**config.mk**
```make
export PLATFORM = sky130hd
export DESIGN_NAME = gsa_ctrl
export DESIGN_NICKNAME = d
export VERILOG_FILES = /design/src/sv/gsa_pkg.sv /design/src/sv/gsa_ctrl.sv
export SDC_FILE = /design/constraint.sdc
export NUM_CORES = 1
export LEC_CHECK = 0
export ABC_AREA = 1
export BUFFER_PORTS_ARGS = -buffer_cell sky130_fd_sc_hd__buf_2
export CORE_AREA = 2 2 39 41
export DETAILED_ROUTE_END_ITERATION = 6
export DIE_AREA = 0 0 41 43
export GPL_TIMING_DRIVEN = 1
export HOLD_SLACK_MARGIN = 0.1
export PLACE_DENSITY_LB_ADDON = 0.25
export SYNTH_ARGS = -nofsm -noshare
export SYNTH_HDL_FRONTEND = slang
export SYNTH_SLANG_ARGS = --single-unit
```
**constraint.sdc**
```tcl
create_clock -name clock -period 1.35 [get_ports clock]
set_clock_uncertainty 0.05 [all_clocks]
set_input_delay 0.0675 -clock clock [delete_from_list [all_inputs] [get_ports clock]]
set_output_delay 0.0675 -clock clock [all_outputs]
set_load 0.01 [all_outputs]
```
**src/sv/gsa_pkg.sv**
```systemverilog
// gsa_pkg: operation codes, status codes, port field widths and the
// command/status structs shared by the slot allocator controller and datapath.
// No dependencies.
package gsa_pkg;

   localparam int SLOT_PORT_W  = 10;
   localparam int GEN_PORT_W   = 16;
   localparam int COUNT_PORT_W = 11;

   typedef enum logic [1:0] {
      OP_ALLOC   = 2'd0,
      OP_RELEASE = 2'd1,
      OP_CHECK   = 2'd2
   } gsa_op_type;

   localparam logic [1:0] ST_OK    = 2'd0;
   localparam logic [1:0] ST_FULL  = 2'd1;
   localparam logic [1:0] ST_STALE = 2'd2;

   // controller to datapath
   typedef struct packed {
      logic capture;
      logic mem_read;
      logic execute;
      logic scan_read;
      logic scan_check;
   } gsa_cmd_type;

   // datapath to controller
   typedef struct packed {
      logic scan_needed;
      logic scan_done;
   } gsa_sts_type;

endpackage

```
**src/sv/gsa_ctrl.sv**
```systemverilog
// gsa_ctrl: sequencer of the slot allocator (read, execute, downward scan).
// Drives gsa_dp through gsa_pkg::gsa_cmd_type; depends on gsa_pkg.
module gsa_ctrl (
   input  logic                 clock,
   input  logic                 reset,
   input  logic                 start,
   output logic                 busy,
   output logic                 rsp_valid,
   output gsa_pkg::gsa_cmd_type cmd,
   input  gsa_pkg::gsa_sts_type sts
);

   typedef enum logic [2:0] {
      S_IDLE,
      S_READ,
      S_EXEC,
      S_SCAN_RD,
      S_SCAN_CHK
   } state_type;

   state_type state_ff;
   logic      busy_ff;
   logic      rsp_valid_ff;

   always_ff @(posedge clock) begin
      if (reset) begin
         state_ff     <= S_IDLE;
         busy_ff      <= 1'b0;
         rsp_valid_ff <= 1'b0;
      end else begin
         rsp_valid_ff <= 1'b0;
         case (state_ff)
            S_IDLE: begin
               if (start) begin
                  state_ff <= S_READ;
                  busy_ff  <= 1'b1;
               end
            end
            S_READ: begin
               state_ff <= S_EXEC;
            end
            S_EXEC: begin
               if (sts.scan_needed) begin
                  state_ff <= S_SCAN_RD;
               end else begin
                  state_ff     <= S_IDLE;
                  busy_ff      <= 1'b0;
                  rsp_valid_ff <= 1'b1;
               end
            end
            S_SCAN_RD: begin
               state_ff <= S_SCAN_CHK;
            end
            S_SCAN_CHK: begin
               if (sts.scan_done) begin
                  state_ff     <= S_IDLE;
                  busy_ff      <= 1'b0;
                  rsp_valid_ff <= 1'b1;
               end else begin
                  state_ff <= S_SCAN_RD;
               end
            end
            default: begin
               state_ff <= S_IDLE;
               busy_ff  <= 1'b0;
            end
         endcase
      end
   end

   always_comb begin
      cmd            = '0;
      cmd.capture    = (state_ff == S_IDLE) && start;
      cmd.mem_read   = (state_ff == S_READ);
      cmd.execute    = (state_ff == S_EXEC);
      cmd.scan_read  = (state_ff == S_SCAN_RD);
      cmd.scan_check = (state_ff == S_SCAN_CHK);
   end

   assign busy      = busy_ff;
   assign rsp_valid = rsp_valid_ff;

`ifndef NO_ASSERTIONS
   // a result beat only ever comes out once the block is free again
   a_rsp_not_busy: assert property (@(posedge clock) disable iff (reset)
      rsp_valid |-> !busy)
      else $error("result strobe while busy");

   a_start_takes: assert property (@(posedge clock) disable iff (reset)
      start && !busy |=> busy && !rsp_valid)
      else $error("accepted request did not raise busy");

   a_one_beat: assert property (@(posedge clock) disable iff (reset)
      rsp_valid |=> !rsp_valid)
      else $error("result strobe longer than one cycle");
`endif

endmodule

```
==> run summary, run 1 <==
CTS Buf Count -> 3
share of synthesized flip-flops with an asynchronous set or reset -> 0%
Netlist cell types -> 12
CTS root buffer -> clkbuf_4
I/O pins -> 12
Lkg Pwr -> 0.223 nW
H-tree level count -> 1
Via density -> 3.85
Die W -> 41 um
routability cong. -> 0.681
crit path max fanout -> 5
Yosys top cell by area -> dfxtp_1
register area share after synthesis -> 38.3%
synthesis-stage register bit count -> 5
worst-skew pair later-pin latency -> 0.24 ns
vias in the first global route -> 264
cell area after layout -> 395 sq um
Longest Clk Path Bufs -> 2
final WL -> 560 um
Die ar. -> 1760 sq um
largest net degree at the start of global routing -> 6
share of the synthesized area in the top cell type -> 38.3%
FP Rows -> 14
clock sink count -> 5
Synthesis Warnings -> 0
worst rel slew slack -> 85.4%
area grow syn2layout -> 51.2%
Worst Tran Pin Value -> 0.219 ns
most common library cells after synthesis -> inv_1, nand2_1, dfxtp_1
CP arrival -> 1.09 ns
VDD IR-drop max -> 0.300 mV
CP Class -> flop to primary output
Core ar. -> 1380 sq um
fmax -> 826 MHz
Final Total Pwr -> 0.000499 W
CTS tree -> built
initial DRC count -> 3
DRC -> 0
Reg clk slew, reported paths -> 0.05 ns
slowest cell on the critical path -> dfxtp_1
first-pass GRT wire length -> 897 um
fin crit period -> 1.21 ns
crit share post-route -> 89.7%
Total Routing Usage GR -> 8.23%
Antenna diodes -> 0
EDFF count, synth -> 0
worst min-delay path class -> primary input to flop
Top delay family on crit path -> flip-flops
final net count -> 63
post-placement cell area -> 337 sq um
Routed Antenna Nets -> 0
syn nets -> 44
drt first pass iters -> 4
Initial Utilization -> 18.9%
post-synthesis cell area -> 262 sq um
Final Hold Fails -> 0
Max Slew Vio Count -> 0
final setup violation count -> 0
CP Cell Sequence -> inv_1 -> nand2_1 -> nor2_2 -> buf_2
initial antenna violation count -> 0
count leader, synth -> inv_1
Worst EP required -> 1.23 ns
vias -> 281
pwr dens -> 1260 nW/um^2
outcome -> finished, final reports clean
CP peak stage delay -> 0.32 ns
critical path startpoint category -> flop
Syn Inst Count -> 39
Post-DP HPWL -> 453 um
die height -> 43 um
share of cells above drive strength 1 -> 36.8%
Setup TNS -> 0 ns
ranking of synthesized cells by area -> dfxtp_1, inv_1, nand2_1
Worst Path Buf+Inv -> 2
prevailing post-synth register cell -> dfxtp_1
Avg Cell Area, Syn -> 6.71 sq um
gr ovfl total -> 0
RSZ-0062 raised after global routing -> false
Crit. End Element -> primary output
Port Buf Inserts -> 11
max_cap viols -> 0
WL/cell -> 7.67 um
==> routing by layer <==
| layer | routed length (um) | share of wire, % | global-route usage (%) |
|---|---|---|---|
| met1 | 243 | 43 | 8.36 |
| met2 | 278 | 50 | 10.9 |
| met4 | 14 | 2.5 | 12.0 |
| met5 | 0 | 0 | 0 |
| met3 | 23 | 4.1 | 1.57 |
==> worst register-to-register path: cells and delay by family (launching register included) <==
kind | cells | cell delay (ns)
buf+inv | 1 | 0.11
simple gates | 6 | 0.50
flops | 1 | 0.36
==> worst paths after layout <==
kind,from,endpoint,slack [ns],depth (start not counted)
min reg2reg,busy,busy,0.43,2
max reg2reg,state_ff[2],busy,0.23,7
min,start,state_ff[0],0.15,5
max,state_ff[2],cmd[3],0.14,4
==> cell type report <==
type | count | area (sq um)
fill | 163 | 988
multi-input combinational | 25 | 130
sequential | 5 | 100
timing repair buffer | 14 | 85.1
inverter | 9 | 33.8
clock buffer | 4 | 26.3
tap | 16 | 20.0
==> layout by cell type (no fill, tap or decap) <==
cell type      count
nand2_1            7
clkbuf_1           1
a21oi_1            1
nor2_2             4
clkbuf_4           3
dfxtp_1            5
nor2_1             3
nand3_1            4
buf_2             11
nor3_1             1
nand2_2            1
o21ai_1            1
nand4_1            1
dlygate4sd3_1      3
nor3_2             2
inv_1              9
==> state kept, by name, summed over array words and instances, names as in the netlist <==
name,cells
state_ff,3
busy,1
rsp_valid,1
==> cell families after synthesis <==
family                 share of synthesized area (%)
AO/OA/AOI/OAI                                   3.82
buffers and inverters                           12.9
flip-flops                                      38.3
AND/OR/NAND/NOR                                 45.0
==> report_power, final <==
| group | internal (W) | switching [W] |
|---|---|---|
| Combinational | 0.0000597 | 0.0000801 |
| Sequential | 0.000166 | 0.0000192 |
| Clock | 0.000112 | 0.0000615 |
| Total | 0.000338 | 0.000161 |
==> what timing repair did <==
item | CTS | global route
setup buffers | 0 | 0
endpoints found under the hold margin | 3 | 0
gates resized for setup | 0 | 1
endpoints found under the setup margin | 0 | 1
hold buffers | 3 | 0
==> through the flow <==
stage / cells / util [%] / hold slack (ns) / worst slack, ns
2_1_floorplan: 39 / - / 0.0866 / 0.335
3_3_place_gp: 66 / 24.3 / 0.223 / 0.253
3_5_place_dp: 66 / 24.3 / 0.221 / 0.243
4_1_cts: 73 / 28.4 / 0.143 / 0.0893
5_1_grt: 73 / 28.6 / 0.182 / 0.0328
6_report: 73 / 28.6 / 0.150 / 0.140
Power figures use the tool's default switching activity.
==> run 2, diff against run 1 <==
- ABC_AREA: 1 -> not set
==> run 2 against run 1 <==
  * Total power decreased by 13%
  * Maximum frequency decreased by 3.4%
  * Worst setup slack got worse by 0.043 ns
  * Core utilization increased by 2.0 points
  * Synthesized cell count decreased by 21%
  * Critical path depth decreased by 2
  * Sequential power decreased by 4%
  * Combinational power decreased by 47%
  * Critical path type unchanged
  * Largest power group is now the clock network
==> run summary, run 2 <==
post-synthesis cell area -> 285 sq um
max_cap viols -> 0
Worst EP required -> 1.23 ns
Final Hold Fails -> 0
drt first pass iters -> 2
post-placement cell area -> 342 sq um
H-tree level count -> 1
Final Total Pwr -> 0.000434 W
fin crit period -> 1.25 ns
Post-CTS Setup Bufs -> 0
crit share post-route -> 92.9%
initial antenna violation count -> 0
WL/cell -> 10.7 um
final setup violation count -> 0
count leader, synth -> dfxtp_1
most common cell after layout, fill and taps aside -> buf_2
Port Buf Inserts -> 11
GRT met3 Usage -> 3.14%
EDFF count, synth -> 0
cell area after layout -> 423 sq um
routability cong. -> 0.733
share of synthesized flip-flops with an asynchronous set or reset -> 0%
CP Cell Sequence -> nor3b_2 -> buf_2
synthesis-stage register bit count -> 5
Initial Utilization -> 20.6%
met1 usage -> 11.6%
Hold Slack -> 0.155 ns
share of the synthesized area in the top cell type -> 35.1%
CP peak stage delay -> 0.44 ns
Lkg Pwr -> 0.186 nW
max reg flops -> 3
Reg clk slew, reported paths -> 0.05 ns
Crit. End Element -> primary output
Netlist cell types -> 18
syn nets -> 36
gr ovfl total -> 0
Post-DP HPWL -> 471 um
register area share after synthesis -> 35.1%
worst rel slew slack -> 82.2%
Die ar. -> 1760 sq um
Total Routing Usage GR -> 9.35%
VDD IR-drop max -> 0.358 mV
RSZ-0062 raised after global routing -> false
Longest Clk Path Bufs -> 2
die height -> 43 um
CTS tree -> built
worst-skew pair later-pin latency -> 0.25 ns
area grow syn2layout -> 48.2%
CP arrival -> 1.14 ns
CP Class -> flop to primary output
clock sink count -> 5
largest net degree at the start of global routing -> 12
Yosys top cell by area -> dfxtp_1
share of cells above drive strength 1 -> 51.1%
I/O pins -> 12
vias -> 280
Core ar. -> 1380 sq um
Syn Inst Count -> 31
Antenna diodes -> 0
Top reg by flops -> state_ff
utilization after layout -> 30.6%
Synthesis Warnings -> 0
fmax -> 798 MHz
most frequent cells in the layout -> buf_2, nor2b_1
critical path startpoint category -> flop
slowest cell on the critical path -> dfxtp_2
final net count -> 53
worst min-delay path class -> primary input to flop
final WL -> 673 um
pwr dens -> 1030 nW/um^2
DRC -> 0
crit path max fanout -> 10
initial DRC count -> 4
GR peak layer -> met1
Via density -> 4.44
most common library cells after synthesis -> dfxtp_1, nor2b_1, nor3b_1
ranking of synthesized cells by area -> dfxtp_1, nor2b_1, nor3b_1
Avg Cell Area, Syn -> 9.20 sq um
prevailing post-synth register cell -> dfxtp_1
CTS Buf Count -> 3
Die W -> 41 um
Setup TNS -> 0 ns
Max Slew Vio Count -> 0
Worst Tran Pin Value -> 0.266 ns
first-pass GRT wire length -> 1070 um
CTS root buffer -> clkbuf_4
Routed Antenna Nets -> 0
FP Rows -> 14
grt met2 use -> 11.3%
vias in the first global route -> 277
outcome -> finished, final reports clean
## run 2: changes by cell type in the layout (fill, tap and decap cells not counted), moves of 4 or more
cell / change
nand2_1: -7
nor2_2: -4
inv_1: -8
nor2b_1: +4
## run 2: logic make-up after synthesis
group	Yosys count	share of synthesized area (%)
buffers and inverters	3	7.89
flip-flops	5	35.1
AO/OA/AOI/OAI	5	11.8
AND/OR/NAND/NOR	18	45.2
## run 2: repair_timing
action                                  4_1_cts  5_1_grt
endpoints found under the hold margin         4        0
hold buffers                                  3        0
resized for setup                             1        6
endpoints found under the setup margin        1        4
## run 2: layout make-up
type | instances | area (sq um)
Fill cell | 149 | 961
Multi-Input combinational cell | 23 | 184
Sequential cell | 5 | 104
Timing Repair Buffer | 14 | 85.1
Clock buffer | 4 | 26.3
Tap cell | 16 | 20.0
Inverter | 1 | 3.75
## run 2: where the power goes
part	internal, W	leakage (nW)	switching [W]	total, W
logic	0.0000410	0.129	0.0000331	0.0000741
registers	0.000160	0.0422	0.0000182	0.000178
clock network	0.000112	0.0150	0.0000694	0.000182
total	0.000313	0.186	0.000121	0.000434
## run 2: stage by stage
step,worst slack [ns],instances
final,0.0964,63
after global routing,0.0497,63
after CTS,0.000319,63
after detailed placement,0.110,56
after global placement,0.105,56
after floorplan,0.142,31
## run 2: critical path, delay by kind of cell (launching register included)
family,cells,cell delay [ns]
flip-flops,1,0.44
AND/OR/NAND/NOR,1,0.27
buffers and inverters,1,0.18
## run 2: final timing paths
kind	startpoint	to	slack (ns)	cells past startpoint
setup reg to reg	state_ff[1]	busy	0.19	3
hold reg to reg	state_ff[0]	state_ff[0]	0.50	1
setup / recovery	state_ff[1]	cmd[2]	0.1	2
hold / removal	start	busy	0.15	4
## run 2: routing by layer
| layer | share of wire (%) | routed length [um] |
|---|---|---|
| met1 | 52 | 349 |
| met4 | 2.8 | 19 |
| met2 | 37 | 246 |
| met3 | 8.5 | 57 |
| met5 | 0 | 0 |
